File: src/design/smma_pkg.sv
package smma_pkg;

	localparam int MAX_DIM = 8;
	localparam int IDX_W = 3;
	localparam int DIM_W = $clog2(MAX_DIM + 1);
	localparam int CFG_DIM_W = 4;
	localparam int CELLS = MAX_DIM * MAX_DIM;
	localparam int ADDR_W = $clog2(CELLS);
	localparam int A_W = 16;
	localparam int C_W = 32;
	localparam int PROD_W = 2 * A_W;
	localparam int SUM_W = C_W + 1 + $clog2(MAX_DIM + 1);
	localparam int PADDR_W = 3;
	localparam int PDATA_W = 32;
	localparam logic [CFG_DIM_W-1:0] DIM_RESET = CFG_DIM_W'(MAX_DIM);

	typedef enum logic [1:0] {
		REQ_WR_A,
		REQ_WR_B,
		REQ_WR_C,
		REQ_COMPUTE
	} req_t;

	typedef enum logic [PADDR_W-3:0] {
		REG_DIM
	} reg_t;

	typedef struct packed {
		logic                    valid;
		logic [IDX_W-1:0]        row;
		logic [IDX_W-1:0]        col;
		logic signed [SUM_W-1:0] sum;
	} tok_t;

	typedef struct packed {
		logic                  we_a;
		logic                  we_b;
		logic [IDX_W-1:0]      row;
		logic [IDX_W-1:0]      col;
		logic signed [A_W-1:0] data;
	} ewr_t;

endpackage

File: src/design/smma_cell.sv
module smma_cell import smma_pkg::*; (
	input  logic             clk,
	input  logic             arst_n,
	input  logic [IDX_W-1:0] cell_idx,
	input  logic [DIM_W-1:0] dim_eff,
	input  ewr_t             ewr,
	input  tok_t             tok_in,
	output tok_t             tok_out
);

	logic signed [A_W-1:0]    a_q [MAX_DIM];
	logic signed [A_W-1:0]    b_q [MAX_DIM];
	logic signed [PROD_W-1:0] prod;
	logic                     active;
	logic signed [SUM_W-1:0]  sum_next;

	always_ff @(posedge clk) begin
		if (ewr.we_a && ewr.col == cell_idx) begin
			a_q[ewr.row] <= ewr.data;
		end
		if (ewr.we_b && ewr.row == cell_idx) begin
			b_q[ewr.col] <= ewr.data;
		end
	end

	assign active = DIM_W'(cell_idx) < dim_eff;
	assign prod = a_q[tok_in.row] * b_q[tok_in.col];
	assign sum_next = active ? tok_in.sum + SUM_W'(prod) : tok_in.sum;

	always_ff @(posedge clk or negedge arst_n) begin
		if (!arst_n) begin
			tok_out <= '0;
		end else begin
			tok_out <= '{valid: tok_in.valid, row: tok_in.row, col: tok_in.col, sum: sum_next};
		end
	end

endmodule

File: config.mk
export PLATFORM = sky130hd
export DESIGN_NAME = smma_cell
export DESIGN_NICKNAME = d
export VERILOG_FILES = /design/src/design/smma_pkg.sv /design/src/design/smma_cell.sv
export SDC_FILE = /design/constraint.sdc
export NUM_CORES = 1
export LEC_CHECK = 0
export BUFFER_PORTS_ARGS = -buffer_cell sky130_fd_sc_hd__buf_2
export CAP_MARGIN = 40
export CORE_MARGIN = 5
export CORE_UTILIZATION = 30
export DETAILED_ROUTE_END_ITERATION = 10
export PLACE_DENSITY_LB_ADDON = 0.05
export SLEW_MARGIN = 0
export SYNTH_ARGS = -nofsm -noshare
export SYNTH_HDL_FRONTEND = slang
export SYNTH_SLANG_ARGS = --single-unit
File: constraint.sdc
create_clock -name clk -period 6.95 [get_ports clk]
set_input_delay 0.695 -clock clk [delete_from_list [all_inputs] [get_ports clk]]
set_output_delay 0.695 -clock clk [all_outputs]
set_load 0.03 [all_outputs]
Word level (Yosys, flattened, before mapping)
Memories as Yosys holds them, arrays and structs flattened.
Cells that the tools add are included.
Operators by class
  $add $sub $neg: 1
  multiply operators: 1
  div/mod/pow operators: 0
  $lt $le $gt $ge: 1
  eq/ne operators: 2
  shift operators: 0
  mux-type cells: 5
  bitwise operators: 0
  reductions and logical operators: 2
Operators by type and width (number)
  adder 37 x 32 -> 37 bit: 1
  2-to-1 mux 37 bit: 1
  multiplier 16 x 16 -> 32 bit: 1
  == test 3 bit: 2
  < comparator 3 x 4 -> 1 bit: 1
  2-to-1 mux 1 bit: 4
  logical AND 1 bit: 2
Word-level totals
  bits in registers: 44
  latch bits: 0
  bits in writable memories: 256
  bits in read-only memories: 0
  bits of input ports: 77
  word-level logic and storage cells: 18
  memories kept: 2
Memories
  a_q: words 8, bits a word 16, rd ports 1, clocked after memory_dff 0, write ports 1, RTL line smma_cell.sv:11  | logic signed [A_W-1:0] a_q [MAX_DIM];
  b_q: words 8, bits a word 16, rd ports 1, clocked after memory_dff 0, write ports 1, RTL line smma_cell.sv:12  | logic signed [A_W-1:0] b_q [MAX_DIM];

Logic depth before layout (Yosys ltp)
  depth in word-level cells: 4
  depth in mapped cells: 28
  depth with buffers taken out: 25

Least setup slack after synthesis
Ideal clock, no wire load.
  kind: input-to-reg
  start: input port tok_in[37] (netlist bit)
  end: register tok_out[29] (netlist bit)
  library setup time: 131 ps
  data arrival time: 7451 ps
  required time: 6819 ps
  slack: -632 ps
  stages on the path: 25
  path buffers: 4
  path through: clkbuf_1 > buf_2 > mux4_2 > mux2i_1 > clkbuf_1 > nor2_1 > fa_1 > fa_1 > fa_1 > fa_1 > fa_1 > inv_1 > fa_1 > inv_1 > ha_1 > buf_2 > nand4_1 > nor2_1 > and3_1 > a221oi_2 > a31oi_4 > a31o_4 > a21oi_2 > nor4b_1 > or3_1
On the way
  word-level cells in the longest chain between the ends: 4
RTL lines
  from (decl): RTL line smma_cell.sv:7  | input tok_t tok_in,
  memory read (8 x 16 bit)
  multiplier 16 x 16 -> 32 bit: RTL line smma_cell.sv:27  | assign prod = a_q[tok_in.row] * b_q[tok_in.col];
  adder 37 x 32 -> 37 bit: RTL line smma_cell.sv:28  | assign sum_next = active ? tok_in.sum + SUM_W'(prod) : tok_in.sum;
  2-to-1 mux 37 bit: RTL line smma_cell.sv:28
  via sum_next[29]: RTL line smma_cell.sv:15  | logic signed [SUM_W-1:0] sum_next;
  to (signal assigned): RTL line smma_cell.sv:34  | tok_out <= '{valid: tok_in.valid, row: tok_in.row, col: tok_in.col, sum: sum_next};
  to (decl): RTL line smma_cell.sv:8  | output tok_t tok_out
The timed path passes the listed nets, and every way through them passes these cells.

Worst setup path in the final report
  start: input port tok_in[40] (netlist bit)
  end: register tok_out[33] (netlist bit)
On the way
  word-level cells in the longest chain between the ends: 4
RTL lines (RTL line)
  memory read (8 x 16 bit)
  multiplier 16 x 16 -> 32 bit: smma_cell.sv:27
  adder 37 x 32 -> 37 bit: smma_cell.sv:28
  2-to-1 mux 37 bit: smma_cell.sv:28
  via sum_next[33]: smma_cell.sv:15
The timed path passes the listed nets, and every way through them passes these cells.

==> results.env <==
STATUS='finished, final reports clean'
CRITICAL_PATH.MAX_STAGE_DELAY_NS=0.60
FINAL_COUNT_OF_PINS_VIOLATING_MAX_SLEW=0
FRACTION_OF_SYNTHESIZED_CELL_AREA_TAKEN_BY_THE_TOP_AREA_CELL_TYPE_PCT=33.4
CLK_PIN_SLEW_WORST_PATHS_NS=0.06
SYNTH_AREA_PER_CELL_UM2=12.7
SYN-INSTANCE-COUNT=1813
CTS_TREE='done'
GROUTE.USAGE.OVERALL_PCT=16.5
AREA.GROWTH.SYNTH_TO_FINAL_PCT=28.7
WORST-PATH-BUF-INV=9
CLOCK-ROOT-BUFFER='sky130_fd_sc_hd__clkbuf_16'
SLOWEST_STAGE='sky130_fd_sc_hd__fa_1'
DRT_PASS1_ITERATIONS=5
DRT_ITER0_MARKERS=759
FINAL-SETUP-VIOL-COUNT=0
MINIMUM_PERIOD_IMPLIED_BY_THE_FINAL_WORST_SETUP_SLACK_NS=6.89
HOLD_BUFFERS=0
TOTALWIRELENGTH_UM=66800
SYNTH_SEQ_AREA_SHARE_PCT=38.2
NFILLCELLS=7363
TIMING.FMAX_MHz=145
SYNTH_TOP_FLOP_CELL='sky130_fd_sc_hd__edfxtp_1'
SHARE_OF_ASYNC_SETTABLE_OR_ASYNC_RESETTABLE_FLOPS_AFTER_SYNTHESIS_PCT=14.7
COUNT_OF_DISTINCT_CELL_TYPES_IN_THE_SYNTHESIZED_NETLIST=59
GRT_MAX_DEGREE=54
GRT_ANTENNA_BEFORE_REPAIR=3
FINAL_COMMON_CELL='sky130_fd_sc_hd__inv_1'
CLOCK_SINK_COUNT=300
CRITICAL_PATH.REG2REG.STARTPOINT='b_q[7][6]$_DFFE_PP_'
FLOORPLAN.ROWS=101
MOST-COMMON-LAYOUT-CELLS='sky130_fd_sc_hd__inv_1, sky130_fd_sc_hd__fa_1, sky130_fd_sc_hd__buf_4'
CTS_INSERTED_BUFFERS=37
CRITPATHLAUNCHTYPE='input pin'
TIMING_WORST_SLEW_PIN_VALUE_NS=0.741
HOLD_VIOLATIONS_FINAL=0
SYNTH_AREA_MM2=0.0230
ROUTED_VIA_DENSITY=4.34
PATH_CLASS='in -> reg'
ROUTE.DETAILED.DRC=0
REQUIRED_TIME_OF_THE_CRITICAL_PATH_NS=7.42
POSTSYNTHNETCOUNT=2319
POST_ROUTE_CELLS_DRIVE_ABOVE_1_SHARE_PCT=32.6
NUMBER_OF_GLOBAL_ROUTE_VIAS_BEFORE_REPAIR=16067
PATH_COMMON_CELL='sky130_fd_sc_hd__fa_1'
RD_PLACE_CONGESTION=0.860
WORST_EP_ARRIVAL_TIME_NS=7.36
WORSTPATHMAXFANOUT=8
MAXSLEWHEADROOM_PCT=50.6
CTS-HTREE-LEVELS=2
TIMING.SETUP.TNS_NS=0
SYNTH_SEQ_CELLS=300
SYNTH_ENABLE_FLOP_CELLS=256
CRIT_PATH_END_KIND='flip-flop'
PATH_DELAY_FAMILY='adder cells'
ANTENNA_VIOLATING_NETS_POST_ROUTE=0
START_UTIL_PCT=30.3
FINAL_MIN_PERIOD_OVER_CLOCK_PERIOD_PCT=99.1
POST-DP-HPWL_UM=52000
ROUTE.VIAS.TOTAL=14372
INSERTION_DELAY_NS=0.58
DESIGN.FINAL.NETS=2759
BUFFER_PORTS.INSERTED=120
MAX_CAP_VIOLATIONS=0
WIRE_PER_INST_UM=20.2
DIE-WIDTH_UM=287
UNREPAIRED_SETUP_ENDPOINTS_AFTER_GLOBAL_ROUTING='yes'
POST-SYNTH-TOP-AREA-CELL='sky130_fd_sc_hd__edfxtp_1'
GRT_REMAINING_OVERFLOW=0
WORSTSETUPSTARTPOINT='tok_in[40]'
DIE_Y_UM=287
HOLD_PATH.CLASS='in -> async'
SYNTH_TOP_CELLS_BY_AREA='sky130_fd_sc_hd__edfxtp_1, sky130_fd_sc_hd__fa_1, sky130_fd_sc_hd__mux4_2'
FINAL_CLOCK_SKEW_NS=0.0258
SYNTHESIS.YOSYS.WARNINGS=0
BUFS_ON_LONGEST_CLOCK_PATH=3
DESIGN.DIE.AREA_MM2=0.0823
CORE_REGION_AREA_MM2=0.0759
IO_PINS=121
GRT_PASS1_WL_UM=102000
==> per-stage QoR <==
| step | cells | setup slack (ns) | hold WS (ns) | util, % | area, um2 |
|---|---|---|---|---|---|
| floorplan | 1813 | -0.105 | 0.399 | - | 23300 |
| detailed placement | 3211 | -0.923 | 0.808 | 36.0 | 27400 |
| finish | 3313 | 0.0624 | 0.228 | 38.9 | 29600 |
| global placement | 3211 | -0.869 | 0.803 | 36.0 | 27400 |
| CTS | 3293 | 0.00171 | 0.201 | 38.2 | 29000 |
| global route | 3311 | -0.0838 | 0.214 | 38.9 | 29600 |
==> per-layer routing <==
layer	routed length [um]	GRT usage, %	part of all wire (%)
met3	2550	2.65	3.8
met5	12	0	0.018
met2	30800	26.3	46
met4	1260	3.64	1.9
met1	32100	23.8	48
==> logic make-up (layout without fill, tap and decap cells) <==
logic type | Yosys count | count (layout) | synth area share, %
AO/OA/AOI/OAI | 117 | 117 | 3.42
XOR/XNOR | 40 | 40 | 1.52
adder cells (fa/ha/maj) | 429 | 429 | 33.7
buffers and inverters | 417 | 884 | 6.89
flip-flops | 300 | 300 | 38.2
multiplexers | 123 | 124 | 9.02
other | 0 | 2 | 0
AND/OR/NAND/NOR | 387 | 387 | 7.17
==> registers in the layout, summed over array words and instances, names as in the netlist <==
register  cells
a_q         128
b_q         128
tok_out      44
==> worst paths after layout <==
| check | to | slack, ns | cells past startpoint |
|---|---|---|---|
| setup / recovery | tok_out[33]$_DFF_PN0_ | 0.06 | 27 |
| hold / removal | tok_out[34]$_DFF_PN0_ | 0.23 | 2 |
| setup reg to reg | tok_out[33]$_DFF_PN0_ | 0.12 | 25 |
| hold reg to reg | tok_out[1]$_DFF_PN0_ | 1.34 | 7 |
| max in group asynchronous | tok_out[4]$_DFF_PN0_ | 6.19 | 2 |
| min in group clk | tok_out[43]$_DFF_PN0_ | 0.24 | 1 |
==> synth_stat cells (26+ instances only) <==
cell type and n:
sky130_fd_sc_hd__xnor2_1 28, sky130_fd_sc_hd__a21oi_1 27, sky130_fd_sc_hd__dfrtp_1 44, sky130_fd_sc_hd__nand2_1 169, sky130_fd_sc_hd__edfxtp_1 256, sky130_fd_sc_hd__o21ai_0 32
sky130_fd_sc_hd__inv_1 368, sky130_fd_sc_hd__ha_1 111, sky130_fd_sc_hd__mux2i_1 26, sky130_fd_sc_hd__mux2_2 33, sky130_fd_sc_hd__mux4_2 64, sky130_fd_sc_hd__clkbuf_1 35
sky130_fd_sc_hd__fa_1 318, sky130_fd_sc_hd__nor2_1 141
==> final cells by class <==
cell class / instances / area [um2] / area share (%)
diodes: 2 / 5.00 / 0.0169
clock buffers: 42 / 955 / 3.23
clock inverters: 25 / 287 / 0.969
inverters: 368 / 1390 / 4.68
multi-input cells: 1097 / 13300 / 44.9
flip-flops and latches: 300 / 8790 / 29.7
well taps: 1030 / 1290 / 4.36
repair buffers: 449 / 3580 / 12.1
==> worst reg2reg max path: cells and delay by family, from the launching register on <==
family | cells | cell delay, ns
multiplexers | 2 | 0.86
AO/OA/AOI/OAI | 6 | 1.24
flip-flops | 1 | 0.36
buffers and inverters | 7 | 0.64
AND/OR/NAND/NOR | 3 | 0.41
adder cells (fa/ha/maj) | 7 | 3.22
==> repair_timing <==
item / in CTS / in global routing
resized for setup: 47 / 107
buffers inserted: 12 / 18
endpoints found under the hold margin: 0 / 0
pin swaps: 14 / 53
setup endpoints to repair: 9 / 14
cloned: 3 / 2
Power is not shown: default switching activity piles up to over one toggle a cycle in this logic, so the estimate is an artifact.
